### config.mk
export PLATFORM = sky130hd
export DESIGN_NAME = link_health_failover_monitor_core
export DESIGN_NICKNAME = d
export VERILOG_FILES = /design/src/hdl/lhfm_pkg.sv /design/src/hdl/link_health_failover_monitor_core.sv /design/src/hdl/lhfm_cfg.sv /design/src/hdl/lhfm_window_mem.sv /design/src/hdl/lhfm_health.sv
export SDC_FILE = /design/constraint.sdc
export NUM_CORES = 1
export LEC_CHECK = 0
export ABC_AREA = 1
export BUFFER_PORTS_ARGS = -buffer_cell sky130_fd_sc_hd__buf_2
export CORE_ASPECT_RATIO = 1.4
export CORE_UTILIZATION = 56
export DETAILED_ROUTE_END_ITERATION = 12
export HOLD_SLACK_MARGIN = 0.12
export PLACE_DENSITY_LB_ADDON = 0.15
export SLEW_MARGIN = 20
export SYNTH_ARGS = -nofsm -noshare
export SYNTH_HDL_FRONTEND = slang
export SYNTH_SLANG_ARGS = --single-unit
### constraint.sdc
create_clock -name aclk -period 5.75 [get_ports aclk]
set_clock_uncertainty 0.05 [all_clocks]
set_input_delay 0.575 -clock aclk [delete_from_list [all_inputs] [get_ports aclk]]
set_output_delay 0.575 -clock aclk [all_outputs]
set_load 0.005 [all_outputs]
### src/hdl/lhfm_pkg.sv
`timescale 1ns / 1ps
// ----------------------------------------------------------------------------
// lhfm_pkg: shared types and constants for the link health failover monitor
// Window geometry, per-link record, config bundle and priority pick function.
// ----------------------------------------------------------------------------
package lhfm_pkg;

    localparam int WIN_LEN   = 10;
    localparam int NUM_LINKS = 3;
    localparam int LINK_W    = 2;
    localparam int LIMIT_W   = 4;
    localparam int OUT_CNT_W = 4;
    localparam int SLOT_W    = $clog2(WIN_LEN);
    localparam int CNT_W     = $clog2(WIN_LEN + 1);
    localparam int CMP_W     = (CNT_W > OUT_CNT_W) ? CNT_W : OUT_CNT_W;
    localparam int APB_AW    = 5;

    localparam logic [CNT_W-1:0]     WIN_LEN_CNT = CNT_W'(WIN_LEN);
    localparam logic [SLOT_W-1:0]    SLOT_LAST   = SLOT_W'(WIN_LEN - 1);
    localparam logic [OUT_CNT_W-1:0] OUT_CNT_MAX = '1;

    // link codes
    localparam logic [LINK_W-1:0] PORT_NONE     = 2'd3;
    localparam logic [LINK_W-1:0] PORT_FALLBACK = 2'd2;

    // register reset values
    localparam logic [LIMIT_W-1:0] CLOSE_RST  = 4'd3;
    localparam logic [LIMIT_W-1:0] REOPEN_RST = 4'd2;
    localparam logic [LINK_W-1:0]  FIRST_RST  = 2'd0;
    localparam logic [LINK_W-1:0]  SECOND_RST = 2'd1;
    localparam logic [LINK_W-1:0]  THIRD_RST  = 2'd2;
    localparam logic [LINK_W-1:0]  ACTIVE_RST = 2'd0;

    typedef enum logic [2:0] {
        REG_CLOSE  = 3'd0,
        REG_REOPEN = 3'd1,
        REG_FIRST  = 3'd2,
        REG_SECOND = 3'd3,
        REG_THIRD  = 3'd4
    } reg_idx_t;

    typedef struct packed {
        logic [LIMIT_W-1:0] close_lim;
        logic [LIMIT_W-1:0] reopen_lim;
        logic [LINK_W-1:0]  first;
        logic [LINK_W-1:0]  second;
        logic [LINK_W-1:0]  third;
    } cfg_t;

    // per-link state as held in the window memory
    typedef struct packed {
        logic [WIN_LEN-1:0] window;
        logic [SLOT_W-1:0]  slot;
        logic [CNT_W-1:0]   succ;
    } link_rec_t;

    localparam link_rec_t REC_RST = '{window: '1, slot: '0, succ: WIN_LEN_CNT};

    typedef struct packed {
        logic              en;
        logic [LINK_W-1:0] addr;
        link_rec_t         data;
    } mem_wr_t;

    function automatic logic entry_good(logic [NUM_LINKS-1:0] good, logic [LINK_W-1:0] p);
        return (p != PORT_NONE) && good[p];
    endfunction

    function automatic logic [LINK_W-1:0] pick_link(logic [NUM_LINKS-1:0] good, cfg_t cfg);
        logic [LINK_W-1:0] sel;
        if (entry_good(good, cfg.first)) begin
            sel = cfg.first;
        end else if (entry_good(good, cfg.second)) begin
            sel = cfg.second;
        end else if (entry_good(good, cfg.third)) begin
            sel = cfg.third;
        end else if (cfg.third != PORT_NONE) begin
            sel = cfg.third;
        end else begin
            sel = PORT_FALLBACK;
        end
        return sel;
    endfunction

endpackage

### src/hdl/link_health_failover_monitor_core.sv
// An accepted probe fills the read register, its result then the output register.
// Throughput: one probe per cycle while the output is not held full; the window
// memory read plus the single update stage with write-back bypass sets this figure.
// Reset: aresetn synchronous, active low; all links good, active link 0, windows
// full of successes, registers at their reset values.
`timescale 1ns / 1ps
// ----------------------------------------------------------------------------
// link_health_failover_monitor_core: three-link probe health monitor
// Sliding success window per link, hysteresis up/down, priority failover.
// ----------------------------------------------------------------------------
module link_health_failover_monitor_core (
    input  logic                        aclk,
    input  logic                        aresetn,
    // probe transfer in
    input  logic                        s_tvalid,
    output logic                        s_tready,
    input  logic [7:0]                  s_tdata,   // [1:0] probe_port, [2] probe_ok
    // result transfer out
    output logic                        m_tvalid,
    input  logic                        m_tready,
    output logic [15:0]                 m_tdata,   // [1:0] reported_port,
                                                   // [5:2] window_successes,
                                                   // [6] port_up, [8:7] selected_port,
                                                   // [9] selection_changed
    // configuration
    input  logic                        psel,
    input  logic                        penable,
    input  logic                        pwrite,
    input  logic [lhfm_pkg::APB_AW-1:0] paddr,
    input  logic [31:0]                 pwdata,
    output logic [31:0]                 prdata,
    output logic                        pready
);

    lhfm_pkg::cfg_t              cfg;
    lhfm_pkg::link_rec_t         rd_data;
    lhfm_pkg::mem_wr_t           wr;
    logic                        in_fire;
    logic [lhfm_pkg::LINK_W-1:0] in_port;
    logic                        in_ok;
    logic                        in_keep;

    // A probe on the unused link index is taken and dropped: no record
    // read, no state change, no result transfer.
    assign in_fire = s_tvalid && s_tready;
    assign in_port = s_tdata[1:0];
    assign in_ok   = s_tdata[2];
    assign in_keep = in_fire && (in_port != lhfm_pkg::PORT_NONE);

    lhfm_cfg u_cfg (
        .aclk    (aclk),
        .aresetn (aresetn),
        .psel    (psel),
        .penable (penable),
        .pwrite  (pwrite),
        .paddr   (paddr),
        .pwdata  (pwdata),
        .prdata  (prdata),
        .pready  (pready),
        .cfg     (cfg)
    );

    // Record fetch is issued in the accept cycle; a write-back of the same
    // link at that edge is bypassed into the read register.
    lhfm_window_mem u_mem (
        .aclk    (aclk),
        .aresetn (aresetn),
        .rd_en   (in_keep),
        .rd_addr (in_port),
        .rd_data (rd_data),
        .wr      (wr)
    );

    // Update stage: modify, write back, decide status and failover, and
    // load the output register. Stalls only while the output is full.
    lhfm_health u_health (
        .aclk     (aclk),
        .aresetn  (aresetn),
        .cfg      (cfg),
        .ld_valid (in_keep),
        .ld_port  (in_port),
        .ld_ok    (in_ok),
        .in_ready (s_tready),
        .rd_data  (rd_data),
        .wr       (wr),
        .m_tvalid (m_tvalid),
        .m_tready (m_tready),
        .m_tdata  (m_tdata)
    );

endmodule

### src/hdl/lhfm_cfg.sv
`timescale 1ns / 1ps
// ----------------------------------------------------------------------------
// lhfm_cfg: APB configuration registers
// Thresholds and link priority list; zero-wait writes and reads.
// ----------------------------------------------------------------------------
module lhfm_cfg (
    input  logic                        aclk,
    input  logic                        aresetn,
    input  logic                        psel,
    input  logic                        penable,
    input  logic                        pwrite,
    input  logic [lhfm_pkg::APB_AW-1:0] paddr,
    input  logic [31:0]                 pwdata,
    output logic [31:0]                 prdata,
    output logic                        pready,
    output lhfm_pkg::cfg_t              cfg
);

    lhfm_pkg::cfg_t    cfg_reg;
    logic              wr_en;
    logic [2:0]        idx;

    assign pready = 1'b1;
    assign wr_en  = psel && penable && pwrite;
    assign idx    = paddr[4:2];
    assign cfg    = cfg_reg;

    always_ff @(posedge aclk) begin
        if (!aresetn) begin
            cfg_reg.close_lim  <= lhfm_pkg::CLOSE_RST;
            cfg_reg.reopen_lim <= lhfm_pkg::REOPEN_RST;
            cfg_reg.first      <= lhfm_pkg::FIRST_RST;
            cfg_reg.second     <= lhfm_pkg::SECOND_RST;
            cfg_reg.third      <= lhfm_pkg::THIRD_RST;
        end else if (wr_en) begin
            case (idx)
                lhfm_pkg::REG_CLOSE:  cfg_reg.close_lim  <= pwdata[lhfm_pkg::LIMIT_W-1:0];
                lhfm_pkg::REG_REOPEN: cfg_reg.reopen_lim <= pwdata[lhfm_pkg::LIMIT_W-1:0];
                lhfm_pkg::REG_FIRST:  cfg_reg.first      <= pwdata[lhfm_pkg::LINK_W-1:0];
                lhfm_pkg::REG_SECOND: cfg_reg.second     <= pwdata[lhfm_pkg::LINK_W-1:0];
                lhfm_pkg::REG_THIRD:  cfg_reg.third      <= pwdata[lhfm_pkg::LINK_W-1:0];
                default: ;
            endcase
        end
    end

    always_comb begin
        prdata = '0;
        case (idx)
            lhfm_pkg::REG_CLOSE:  prdata = 32'(cfg_reg.close_lim);
            lhfm_pkg::REG_REOPEN: prdata = 32'(cfg_reg.reopen_lim);
            lhfm_pkg::REG_FIRST:  prdata = 32'(cfg_reg.first);
            lhfm_pkg::REG_SECOND: prdata = 32'(cfg_reg.second);
            lhfm_pkg::REG_THIRD:  prdata = 32'(cfg_reg.third);
            default:              prdata = '0;
        endcase
    end

endmodule

### src/hdl/lhfm_window_mem.sv
`timescale 1ns / 1ps
// ----------------------------------------------------------------------------
// lhfm_window_mem: per-link window record store
// One read, one write port; registered read with write-to-read bypass.
// ----------------------------------------------------------------------------
module lhfm_window_mem (
    input  logic                        aclk,
    input  logic                        aresetn,
    input  logic                        rd_en,
    input  logic [lhfm_pkg::LINK_W-1:0] rd_addr,
    output lhfm_pkg::link_rec_t         rd_data,
    input  lhfm_pkg::mem_wr_t           wr
);

    lhfm_pkg::link_rec_t           rec_mem_reg [lhfm_pkg::NUM_LINKS];
    logic [lhfm_pkg::NUM_LINKS-1:0] valid_reg;
    lhfm_pkg::link_rec_t           rd_data_reg;

    assign rd_data = rd_data_reg;

    // entries read as reset record until first written
    always_ff @(posedge aclk) begin
        if (!aresetn) begin
            valid_reg <= '0;
        end else if (wr.en) begin
            valid_reg[wr.addr] <= 1'b1;
        end
    end

    always_ff @(posedge aclk) begin
        if (wr.en) begin
            rec_mem_reg[wr.addr] <= wr.data;
        end
    end

    always_ff @(posedge aclk) begin
        if (rd_en) begin
            if (wr.en && (wr.addr == rd_addr)) begin
                rd_data_reg <= wr.data;
            end else if (valid_reg[rd_addr]) begin
                rd_data_reg <= rec_mem_reg[rd_addr];
            end else begin
                rd_data_reg <= lhfm_pkg::REC_RST;
            end
        end
    end

`ifndef SYNTHESIS
    a_wr_count: assert property (@(posedge aclk) disable iff (!aresetn)
        wr.en |-> ($countones(wr.data.window) == int'(wr.data.succ)))
        else $error("window count out of step with window bits");

    a_wr_addr: assert property (@(posedge aclk) disable iff (!aresetn)
        wr.en |-> (wr.addr != lhfm_pkg::PORT_NONE))
        else $error("write to unused link index");
`endif

endmodule

### src/hdl/lhfm_health.sv
`timescale 1ns / 1ps
// ----------------------------------------------------------------------------
// lhfm_health: window update, hysteresis and failover stage
// Modifies the fetched record, writes it back, updates status and output reg.
// ----------------------------------------------------------------------------
module lhfm_health (
    input  logic                        aclk,
    input  logic                        aresetn,
    input  lhfm_pkg::cfg_t              cfg,
    input  logic                        ld_valid,
    input  logic [lhfm_pkg::LINK_W-1:0] ld_port,
    input  logic                        ld_ok,
    output logic                        in_ready,
    input  lhfm_pkg::link_rec_t         rd_data,
    output lhfm_pkg::mem_wr_t           wr,
    output logic                        m_tvalid,
    input  logic                        m_tready,
    output logic [15:0]                 m_tdata
);

    logic                                st1_valid_reg;
    logic [lhfm_pkg::LINK_W-1:0]         st1_port_reg;
    logic                                st1_ok_reg;
    logic [lhfm_pkg::NUM_LINKS-1:0]      good_reg;
    logic [lhfm_pkg::NUM_LINKS-1:0]      good_next;
    logic [lhfm_pkg::LINK_W-1:0]         active_reg;
    logic [lhfm_pkg::LINK_W-1:0]         active_next;
    logic                                m_valid_reg;
    logic [15:0]                         m_data_reg;

    logic                                fire;
    logic [lhfm_pkg::SLOT_W-1:0]         slot_cur;
    logic                                old_bit;
    lhfm_pkg::link_rec_t                 rec_new;
    logic [lhfm_pkg::CNT_W-1:0]          fails;
    logic                                good_cur;
    logic                                status_chg;
    logic [lhfm_pkg::OUT_CNT_W-1:0]      succ_out;

    assign fire     = st1_valid_reg && (!m_valid_reg || m_tready);
    assign in_ready = !st1_valid_reg || fire;
    assign m_tvalid = m_valid_reg;
    assign m_tdata  = m_data_reg;

    always_comb begin
        slot_cur = rd_data.slot;
        if (({1'b0, rd_data.slot}) > ({1'b0, lhfm_pkg::SLOT_LAST})) begin
            slot_cur = '0;
        end
        old_bit = rd_data.window[slot_cur];

        rec_new = rd_data;
        rec_new.window[slot_cur] = st1_ok_reg;
        rec_new.slot = (slot_cur == lhfm_pkg::SLOT_LAST) ? '0 : slot_cur + 1'b1;
        rec_new.succ = rd_data.succ - lhfm_pkg::CNT_W'(old_bit)
                     + lhfm_pkg::CNT_W'(st1_ok_reg);

        fails    = lhfm_pkg::WIN_LEN_CNT - rec_new.succ;
        good_cur = good_reg[st1_port_reg];
        // close test only for a good link, reopen test only for a down link
        if (good_cur) begin
            status_chg = lhfm_pkg::CMP_W'(fails) >= lhfm_pkg::CMP_W'(cfg.close_lim);
        end else begin
            status_chg = lhfm_pkg::CMP_W'(fails) <= lhfm_pkg::CMP_W'(cfg.reopen_lim);
        end

        good_next = good_reg;
        if (status_chg) begin
            good_next[st1_port_reg] = !good_cur;
        end
        active_next = status_chg ? lhfm_pkg::pick_link(good_next, cfg) : active_reg;

        if (lhfm_pkg::CMP_W'(rec_new.succ) > lhfm_pkg::CMP_W'(lhfm_pkg::OUT_CNT_MAX)) begin
            succ_out = lhfm_pkg::OUT_CNT_MAX;
        end else begin
            succ_out = lhfm_pkg::OUT_CNT_W'(rec_new.succ);
        end

        wr.en   = fire;
        wr.addr = st1_port_reg;
        wr.data = rec_new;
    end

    always_ff @(posedge aclk) begin
        if (!aresetn) begin
            st1_valid_reg <= 1'b0;
            good_reg      <= '1;
            active_reg    <= lhfm_pkg::ACTIVE_RST;
            m_valid_reg   <= 1'b0;
        end else begin
            if (ld_valid) begin
                st1_valid_reg <= 1'b1;
            end else if (fire) begin
                st1_valid_reg <= 1'b0;
            end
            if (fire) begin
                good_reg    <= good_next;
                active_reg  <= active_next;
                m_valid_reg <= 1'b1;
            end else if (m_tready) begin
                m_valid_reg <= 1'b0;
            end
        end
    end

    always_ff @(posedge aclk) begin
        if (ld_valid) begin
            st1_port_reg <= ld_port;
            st1_ok_reg   <= ld_ok;
        end
        if (fire) begin
            m_data_reg <= {6'b0, (active_next != active_reg), active_next,
                           good_next[st1_port_reg], succ_out, st1_port_reg};
        end
    end

`ifndef SYNTHESIS
    a_active_range: assert property (@(posedge aclk) disable iff (!aresetn)
        active_reg != lhfm_pkg::PORT_NONE)
        else $error("active link holds unused index");

    a_no_change_hold: assert property (@(posedge aclk) disable iff (!aresetn)
        (fire && !status_chg) |=> (active_reg == $past(active_reg) && !m_data_reg[9]))
        else $error("active link moved without a status change");
`endif

endmodule

==> results_dict.tcl, run 1 <==
set metrics [dict create \
    grt_pass1_vias 3864 \
    grt_setup_unrepaired "no" \
    outcome "finished clean" \
    die_w_um 85.7 \
    syn-cell-area_um2 5490 \
    finalSetupViolations 0 \
    critPathRequiredTime_ps 5810 \
    ys_types 40 \
    leakage_uw 0.00255 \
    avgRoutedWirePerCell_um 14.9 \
    grt.overflow.total 0 \
    vias_per_cell 5.26 \
    path_max_fanout 8 \
    final_common_cell "nand2_1" \
    synth_top_area_cell "edfxtp_1" \
    largest_reg_flops 54 \
    max-vdd-ir-drop_uv 178 \
    ios 103 \
    reg2regPathDepth 34 \
    max_freq_ghz 0.193 \
    max_stage_delay_ps 390 \
    ys_async_sr_fraction_pct 0 \
    timing.final.hold_violations 0 \
    placed_cells 743 \
    via_count 4001 \
    cp-start-kind "flop" \
    initial_core_util_pct 57.7 \
    ys_seq_area_share_pct 55.2 \
    totalWireLength_mm 11.3 \
    relSlewSlack_pct 43.0 \
    stdcell_count 760 \
    track_usage_pct 23.7 \
    fin_crit_ps 5190 \
    area_growth_pct 9.70 \
    yosysWarnings 0 \
    powerDensity_nw_per_um2 330 \
    syn-mean-instance-area_um2 9.36 \
    io_buffers 32 \
    drtIter0Drc 216 \
    cp_common_cell "nand2_1" \
    grt_pass1_wl_mm 18.5 \
    cts_root_buffer "clkbuf_16" \
    fp.coreArea_um2 9510 \
    crit_type "reg -> reg" \
    n_fill_cell 816 \
    final.period_utilization_pct 90.3 \
    drcViolationCount 0 \
    cts_buffer_depth 2 \
    crit_slowest_cell "edfxtp_1" \
    antenna_found_initial 0 \
    die_h_um 119 \
    clkTransAtPathRegs_ps 70 \
    nNetsFinal 689 \
    fp-row-count 42 \
    setup_tns_ps 0 \
    insertion_delay_ps 340 \
    most-common-layout-cells "nand2_1 (120), edfxtp_1 (85), inv_1 (71)" \
    ys_top_cells_by_area "edfxtp_1 (46%), dfxtp_1 (8.7%), nand2_1 (8.2%)" \
    tightest_slew_ps 851 \
    ys.flop_type "edfxtp_1" \
    cts_tree "done" \
    synth_edf_count 85 \
    synth_top_area_share_pct 46.5 \
    min_path_type "in -> reg" \
    antenna_left 0 \
    end_kind "flop" \
    syn_inst 587 \
    drt-pass1-iter-count 5 \
    arrival_ps 5250 \
    diodes 0 \
    hpwl_mm 7.79 \
    hold_ws_ps 358 \
    ys_ff_latch 109 \
    drive_above_1_share_pct 12.6 \
    globalplace.congestion 0.848 \
    cts_max_level 3 \
    die_area_um2 10200 \
    cts_sinks 109 \
    maxCapViolations 0 \
    cts_inserted_buffers 9 \
    grt_max_degree 38 \
    hold_depth 1 \
    r2r_slack_ps 560 \
    drv_slew 0 \
]
logic make-up after synthesis:
group	share of synthesized area [%]
and+or+nand+nor	18.5
buffers and inverters	10.7
AOI/OAI and AO/OA	11.0
DFF	55.2
adders and majority gates	3.33
xor gates and xnor gates	1.12
other	0.137
path summary, 6_finish.rpt:
check / startpoint / to
setup reg to reg: u_mem.rd_data[7]$_DFFE_PP_ / u_health.m_tdata[9]$_DFFE_PP_
hold reg to reg: u_mem.valid_reg[1]$_SDFFE_PN0P_ / u_mem.valid_reg[1]$_SDFFE_PN0P_
hold / removal: s_tdata[2] / u_health.st1_ok_reg$_DFFE_PP_
setup / recovery: u_mem.rd_data[7]$_DFFE_PP_ / u_health.m_tdata[9]$_DFFE_PP_
synth_stat cells (3+ instances only):
master	instances
o22ai_1	7
nor2_1	44
buf_4	35
nor3_1	3
a21oi_1	37
o21ai_0	51
clkbuf_1	9
inv_1	71
nand4_1	3
nand3_1	36
xor2_1	6
ha_1	13
nand2_2	4
o211ai_1	3
nand2_1	120
edfxtp_1	85
dfxtp_1	24
nand2_4	4
nand3_2	3
nand3_4	3
what timing repair did:
item / CTS / global route
setup endpoints to repair: 0 / 4
setup buffers: 0 / 1
hold buffers: 0 / 0
gates resized for setup: 0 / 5
layer usage:
| layer | vias to the layer above | global-route usage (%) | wire [um] |
|---|---|---|---|
| li1 | 1980 | - | - |
| met1 | 1899 | 25.6 | 4300 |
| met2 | 99 | 45.0 | 6430 |
| met3 | 23 | 4.02 | 369 |
| met4 | 0 | 9.17 | 228 |
| met5 | - | 0 | 0 |
stage by stage:
stage	setup slack (ps)	total power [uW]	area [um^2]	utilization (%)
floorplan	1180	1260	5620	-
global placement	615	1320	5680	59.7
detailed placement	410	1340	5680	59.7
CTS	302	1990	6000	63.1
global route	68.1	2090	6030	63.4
finish	558	1990	6030	63.4
cell type report:
type	instances	area [um^2]	area share, %
multi-input combinational	390	2010	33.4
clock inverter	2	38.8	0.644
clock buffer	14	285	4.73
inverter	74	278	4.61
sequential	109	3030	50.3
timing repair buffer	39	213	3.53
tap	132	165	2.74
critical path, delay by kind of cell (launching register included):
| family | cells | cell delay, ps |
|---|---|---|
| simple gates | 17 | 1430 |
| fa+ha+maj | 4 | 1170 |
| compound gates | 6 | 1040 |
| buf+inv | 5 | 440 |
| xor+xnor | 2 | 430 |
| flops | 1 | 390 |
report_power, final:
part / internal [uW] / switching [uW] / total (uW) / leakage, uW
clock: 389 / 264 / 653 / 0.000158
sequential: 895 / 11.8 / 907 / 0.000951
combinational: 142 / 284 / 426 / 0.00144
(Power assumes the default switching activity.)
==> inputs of run 2 (changes only) <==
--- a/config.mk
+++ b/config.mk
@@ -7,8 +7,10 @@
 export LEC_CHECK = 0
 export ABC_AREA = 1
 export BUFFER_PORTS_ARGS = -buffer_cell sky130_fd_sc_hd__buf_2
+export CELL_PAD_IN_SITES_DETAIL_PLACEMENT = 1
+export CELL_PAD_IN_SITES_GLOBAL_PLACEMENT = 1
 export CORE_ASPECT_RATIO = 1.4
-export CORE_UTILIZATION = 56
+export CORE_UTILIZATION = 42
 export DETAILED_ROUTE_END_ITERATION = 12
 export HOLD_SLACK_MARGIN = 0.12
 export PLACE_DENSITY_LB_ADDON = 0.15
==> results_dict.tcl, run 2 (same netlist as run 1, synthesis figures left out) <==
set metrics [dict create \
    outcome "finished clean" \
    grt.overflow.total 0 \
    cts_max_level 3 \
    timing.final.hold_violations 0 \
    fp-row-count 49 \
    critPathRequiredTime_ps 5810 \
    leakage_uw 0.00253 \
    largest_reg_flops 54 \
    ios 103 \
    area_growth_pct 9.25 \
    path_delay_family "simple AND/OR/NAND/NOR gates" \
    setup_tns_ps 0 \
    cts_sinks 109 \
    antenna_left 0 \
    die_w_um 98.7 \
    via_count 4046 \
    cp-start-kind "flop" \
    hpwl_mm 9.25 \
    drcViolationCount 0 \
    avgRoutedWirePerCell_um 16.9 \
    vias_per_cell 5.18 \
    nNetsFinal 689 \
    crit_type "reg -> reg" \
    insertion_delay_ps 350 \
    arrival_ps 5310 \
    drtIter0Drc 123 \
    drive_above_1_share_pct 11.9 \
    fp.coreArea_um2 12800 \
    grt_setup_unrepaired "no" \
    path_buf_inv 4 \
    crit_slowest_cell "fa_1" \
    max-vdd-ir-drop_uv 185 \
    max_freq_ghz 0.191 \
    final_common_cell "nand2_1" \
    grt_pass1_wl_mm 20.9 \
    end_kind "flop" \
    cp_common_cell "nand2_1" \
    cts-hold-fix-buffers 0 \
    powerDensity_nw_per_um2 324 \
    cts_tree "done" \
    initial_core_util_pct 42.9 \
    cts_buffer_depth 2 \
    totalWireLength_mm 13.2 \
    track_usage_pct 20.5 \
    io_buffers 32 \
    drt-pass1-iter-count 4 \
    drv_slew 0 \
    final.period_utilization_pct 91.2 \
    min_path_type "in -> reg" \
    setup_ws_ps 505 \
    finalSetupViolations 0 \
    maxCapViolations 0 \
    most-common-layout-cells "nand2_1 (120), edfxtp_1 (85), inv_1 (71)" \
    grt_pass1_vias 4327 \
    clkTransAtPathRegs_ps 70 \
    fin_util_pct 46.8 \
    hold_ws_ps 359 \
    path_max_fanout 8 \
    max_stage_delay_ps 580 \
    cts_root_buffer "clkbuf_16" \
    grt_max_degree 38 \
    die_h_um 137 \
    relSlewSlack_pct 45.1 \
    globalplace.congestion 0.821 \
    pre_cts_ws_ps 525 \
    die_area_um2 13500 \
    cts_inserted_buffers 9 \
    tightest_slew_ps 822 \
    diodes 0 \
    fin_crit_ps 5240 \
    antenna_found_initial 0 \
]
[run 2: report_power, final]
| part | switching (uW) | internal, uW | total, uW |
|---|---|---|---|
| Combinational | 290 | 141 | 431 |
| Clock | 275 | 334 | 608 |
| Sequential | 12.8 | 895 | 908 |
| Total | 578 | 1370 | 1950 |
[run 2: timing repair]
action | in CTS | in global routing
endpoints found under the setup margin | 0 | 1
setup buffers | 0 | 0
endpoints found under the hold margin | 0 | 0
resized for setup | 0 | 1
[run 2: final timing paths]
| path | from | cells past startpoint | slack (ps) | endpoint |
|---|---|---|---|---|
| min | s_tdata[2] | 1 | 360 | u_health.st1_ok_reg$_DFFE_PP_ |
| min reg2reg | u_mem.valid_reg[0]$_SDFFE_PN0P_ | 1 | 420 | u_mem.valid_reg[0]$_SDFFE_PN0P_ |
| max | u_mem.rd_data[7]$_DFFE_PP_ | 30 | 510 | u_health.m_tdata[9]$_DFFE_PP_ |
| max reg2reg | u_mem.rd_data[7]$_DFFE_PP_ | 30 | 510 | u_health.m_tdata[9]$_DFFE_PP_ |
[run 2: through the flow]
step	power (uW)	area (um^2)	cells
6_report	1950	6000	781
5_1_grt	2050	6000	781
4_1_cts	1970	6000	781
3_5_place_dp	1360	5710	765
3_3_place_gp	1340	5710	765
2_1_floorplan	1260	5620	620
[run 2: cell type report]
cell class / count / area, um^2
flip-flops and latches: 109 / 3030
multi-input cells: 390 / 2000
well taps: 153 / 191
repair buffers: 39 / 213
clock inverters: 6 / 55.1
fillers: 1508 / 6810
inverters: 74 / 278
clock buffers: 10 / 229
[run 2: metal layers]
layer / track usage [%] / part of all wire, % / vias up / wire (um)
met4: 7.46 / 2.0 / 0 / 265
met3: 4.06 / 2.4 / 19 / 317
li1: - / - / 1968 / -
met1: 20.1 / 39 / 2010 / 5120
met2: 41.8 / 57 / 49 / 7500
met5: 0 / 0 / - / 0
==> inputs of run 3 (changes only) <==
--- a/config.mk
+++ b/config.mk
@@ -5,14 +5,14 @@
 export SDC_FILE = /design/constraint.sdc
 export NUM_CORES = 1
 export LEC_CHECK = 0
-export ABC_AREA = 1
 export BUFFER_PORTS_ARGS = -buffer_cell sky130_fd_sc_hd__buf_2
 export CELL_PAD_IN_SITES_DETAIL_PLACEMENT = 1
 export CELL_PAD_IN_SITES_GLOBAL_PLACEMENT = 1
 export CORE_ASPECT_RATIO = 1.4
-export CORE_UTILIZATION = 42
+export CORE_UTILIZATION = 44
 export DETAILED_ROUTE_END_ITERATION = 12
 export HOLD_SLACK_MARGIN = 0.12
+export MAX_ROUTING_LAYER = met4
 export PLACE_DENSITY_LB_ADDON = 0.15
 export SLEW_MARGIN = 20
 export SYNTH_ARGS = -nofsm -noshare
==> constraint.sdc (replaced) <==
create_clock -name aclk -period 5.33 [get_ports aclk]
set_clock_uncertainty 0.05 [all_clocks]
set_input_delay 0.533 -clock aclk [delete_from_list [all_inputs] [get_ports aclk]]
set_output_delay 0.533 -clock aclk [all_outputs]
set_load 0.005 [all_outputs]
==> results_dict.tcl, run 3 <==
set metrics [dict create \
    totalWireLength_mm 12.9 \
    drtIter0Drc 124 \
    path_delay_family "adder cells" \
    antenna_found_initial 0 \
    n_fill_cell 1309 \
    drt-pass1-iter-count 7 \
    grtUsageMet1_pct 21.8 \
    syn-cell-area_um2 5520 \
    vias_per_cell 5.41 \
    seq_area_um2 3030 \
    cts_max_level 3 \
    antenna_left 0 \
    syn-mean-instance-area_um2 11.8 \
    cp-start-kind "flop" \
    hold_ws_ps 320 \
    cts_buffer_depth 2 \
    avgRoutedWirePerCell_um 19.5 \
    synth_edf_count 85 \
    ys_types 62 \
    max_stage_delay_ps 500 \
    most-common-layout-cells "edfxtp_1 (85), mux2i_1 (40), conb_1 (35)" \
    ios 103 \
    crit_chain "mux2i_1 > a21oi_1 > a22oi_2 > a31oi_1 > nor2_1 > a21oi_1 > ha_1 > inv_1 > ha_1 > fa_2 > ha_1 > xor2_2 > ha_2 > o21a_1 > nor2_2 > or3b_4 > o21ai_2 > a21oi_2 > or3_4 > a21oi_4 > xnor2_1 > o221ai_2" \
    multi_input_area_um2 2240 \
    yosysMostFrequentCell "edfxtp_1" \
    ys_seq_area_share_pct 55.0 \
    hpwl_mm 8.94 \
    yosysWarnings 0 \
    syn_inst 467 \
    outcome "finished clean" \
    initial_core_util_pct 45.0 \
    cts_sinks 109 \
    grt_max_degree 30 \
    fin_crit_ps 5100 \
    max_freq_ghz 0.196 \
    ys_async_sr_fraction_pct 0 \
    maxCapViolations 0 \
    relSlewSlack_pct 43.4 \
    drv_slew 0 \
    die_h_um 135 \
    met3_usage_pct 2.38 \
    track_usage_pct 21.0 \
    grt_pass1_wl_mm 20.1 \
    area_growth_pct 11.2 \
    finalPower_uw 1980 \
    largest_reg_flops 54 \
    synthTopCellsByCount "edfxtp_1 (85), mux2i_1 (40), buf_4 (35)" \
    synth_top_area_share_pct 46.3 \
    clkTransAtPathRegs_ps 70 \
    grt.met2_usage_pct 40.3 \
    cts_root_buffer "clkbuf_16" \
    final_common_cell "edfxtp_1" \
    end_kind "flop" \
    die_area_um2 13000 \
    crit_slowest_cell "edfxtp_1" \
    leakage_uw 0.00230 \
    synth_top_area_cell "edfxtp_1" \
    grt_setup_unrepaired "no" \
    arrival_ps 5150 \
    grt.overflow.total 0 \
    globalplace.congestion 0.835 \
    ys_ff_latch 109 \
    nNetsFinal 570 \
    cts-hold-fix-buffers 0 \
    ys.flop_type "edfxtp_1" \
    cp_common_cell "ha_1" \
    ys_top_cells_by_area "edfxtp_1 (46%), dfxtp_1 (8.7%), mux2i_1 (7.3%)" \
    powerDensity_nw_per_um2 323 \
    crit_type "reg -> reg" \
    final.period_utilization_pct 95.7 \
    tightest_slew_ps 843 \
    die_w_um 96.6 \
    stdcell_count 659 \
    path_max_fanout 5 \
    fp.coreArea_um2 12300 \
    via_count 3568 \
    grt_pass1_vias 3769 \
    max-vdd-ir-drop_uv 156 \
    min_path_type "in -> reg" \
    io_buffers 32 \
    drive_above_1_share_pct 20.8 \
    timing.final.hold_violations 0 \
    setup_tns_ps 0 \
    grt.busiest_layer "met2" \
    drcViolationCount 0 \
    placed_cells 641 \
    finalSetupViolations 0 \
    diodes 0 \
    fp-row-count 48 \
    cts_inserted_buffers 9 \
    insertion_delay_ps 350 \
    critPathRequiredTime_ps 5380 \
    cts_tree "done" \
    path_buf_inv 1 \
]
-- run 3: cell type report --
type / count / share of cell area, %
clock buffer: 10 / 4.08
clock inverter: 6 / 0.816
sequential: 109 / 49.4
tap: 150 / 3.06
timing repair buffer: 49 / 4.69
multi-input combinational: 312 / 36.5
inverter: 23 / 1.41
-- run 3: path summary, 6_finish.rpt --
path / startpoint / to / slack [ps] / depth (start not counted)
max: u_mem.rd_data[4]$_DFFE_PP_ / u_health.m_tdata[9]$_DFFE_PP_ / 230 / 22
min: s_tdata[2] / u_health.st1_ok_reg$_DFFE_PP_ / 320 / 1
max reg2reg: u_mem.rd_data[4]$_DFFE_PP_ / u_health.m_tdata[9]$_DFFE_PP_ / 230 / 22
min reg2reg: u_mem.valid_reg[1]$_SDFFE_PN0P_ / u_mem.valid_reg[1]$_SDFFE_PN0P_ / 430 / 1
-- run 3: through the flow --
| step | utilization [%] | area, um^2 | setup WS [ps] |
|---|---|---|---|
| 2_1_floorplan | - | 5640 | 427 |
| 3_3_place_gp | 47.0 | 5760 | 282 |
| 3_5_place_dp | 47.0 | 5760 | 88.2 |
| 4_1_cts | 49.6 | 6080 | 63.2 |
| 5_1_grt | 50.1 | 6140 | 32.3 |
| 6_report | 50.1 | 6140 | 230 |
-- run 3: repair_timing --
action / 4_1_cts / 5_1_grt
endpoints found under the setup margin: 1 / 3
hold endpoints to repair: 0 / 0
pin swaps: 0 / 4
gates resized for setup: 2 / 10
setup buffers: 1 / 1
-- run 3: kinds of logic after synthesis --
logic type / after synthesis / share of synthesized area [%]
DFF: 109 / 55.0
and+or+nand+nor: 103 / 9.48
AOI/OAI and AO/OA: 91 / 11.0
buffers and inverters: 79 / 7.94
muxes: 59 / 11.5
adders and majority gates: 14 / 3.31
xor gates and xnor gates: 10 / 1.59
other: 2 / 0.136
-- run 3: power breakdown --
group / internal (uW) / leakage, uW / total (uW) / switching, uW
clock: 354 / 0.000150 / 677 / 323
sequential: 948 / 0.000931 / 964 / 16.2
combinational: 142 / 0.00122 / 342 / 201
total: 1440 / 0.00230 / 1980 / 540
-- run 3: worst register-to-register path, stage by stage (launching register included) --
cell	delay [ps]
edfxtp_1	500
mux2i_1	170
a21oi_1	210
a22oi_2	110
a31oi_1	190
nor2_1	60
a21oi_1	160
ha_1	260
inv_1	60
ha_1	180
fa_2	490
ha_1	240
xor2_2	190
ha_2	320
o21a_1	120
nor2_2	50
or3b_4	400
o21ai_2	120
a21oi_2	80
or3_4	400
a21oi_4	190
xnor2_1	170
o221ai_2	120
-- run 3: layer usage --
metal / wire (um) / vias up
li1: - / 1698
met1: 4870 / 1805
met2: 7530 / 51
met3: 249 / 14
met4: 212 / 0
met5: 0 / -
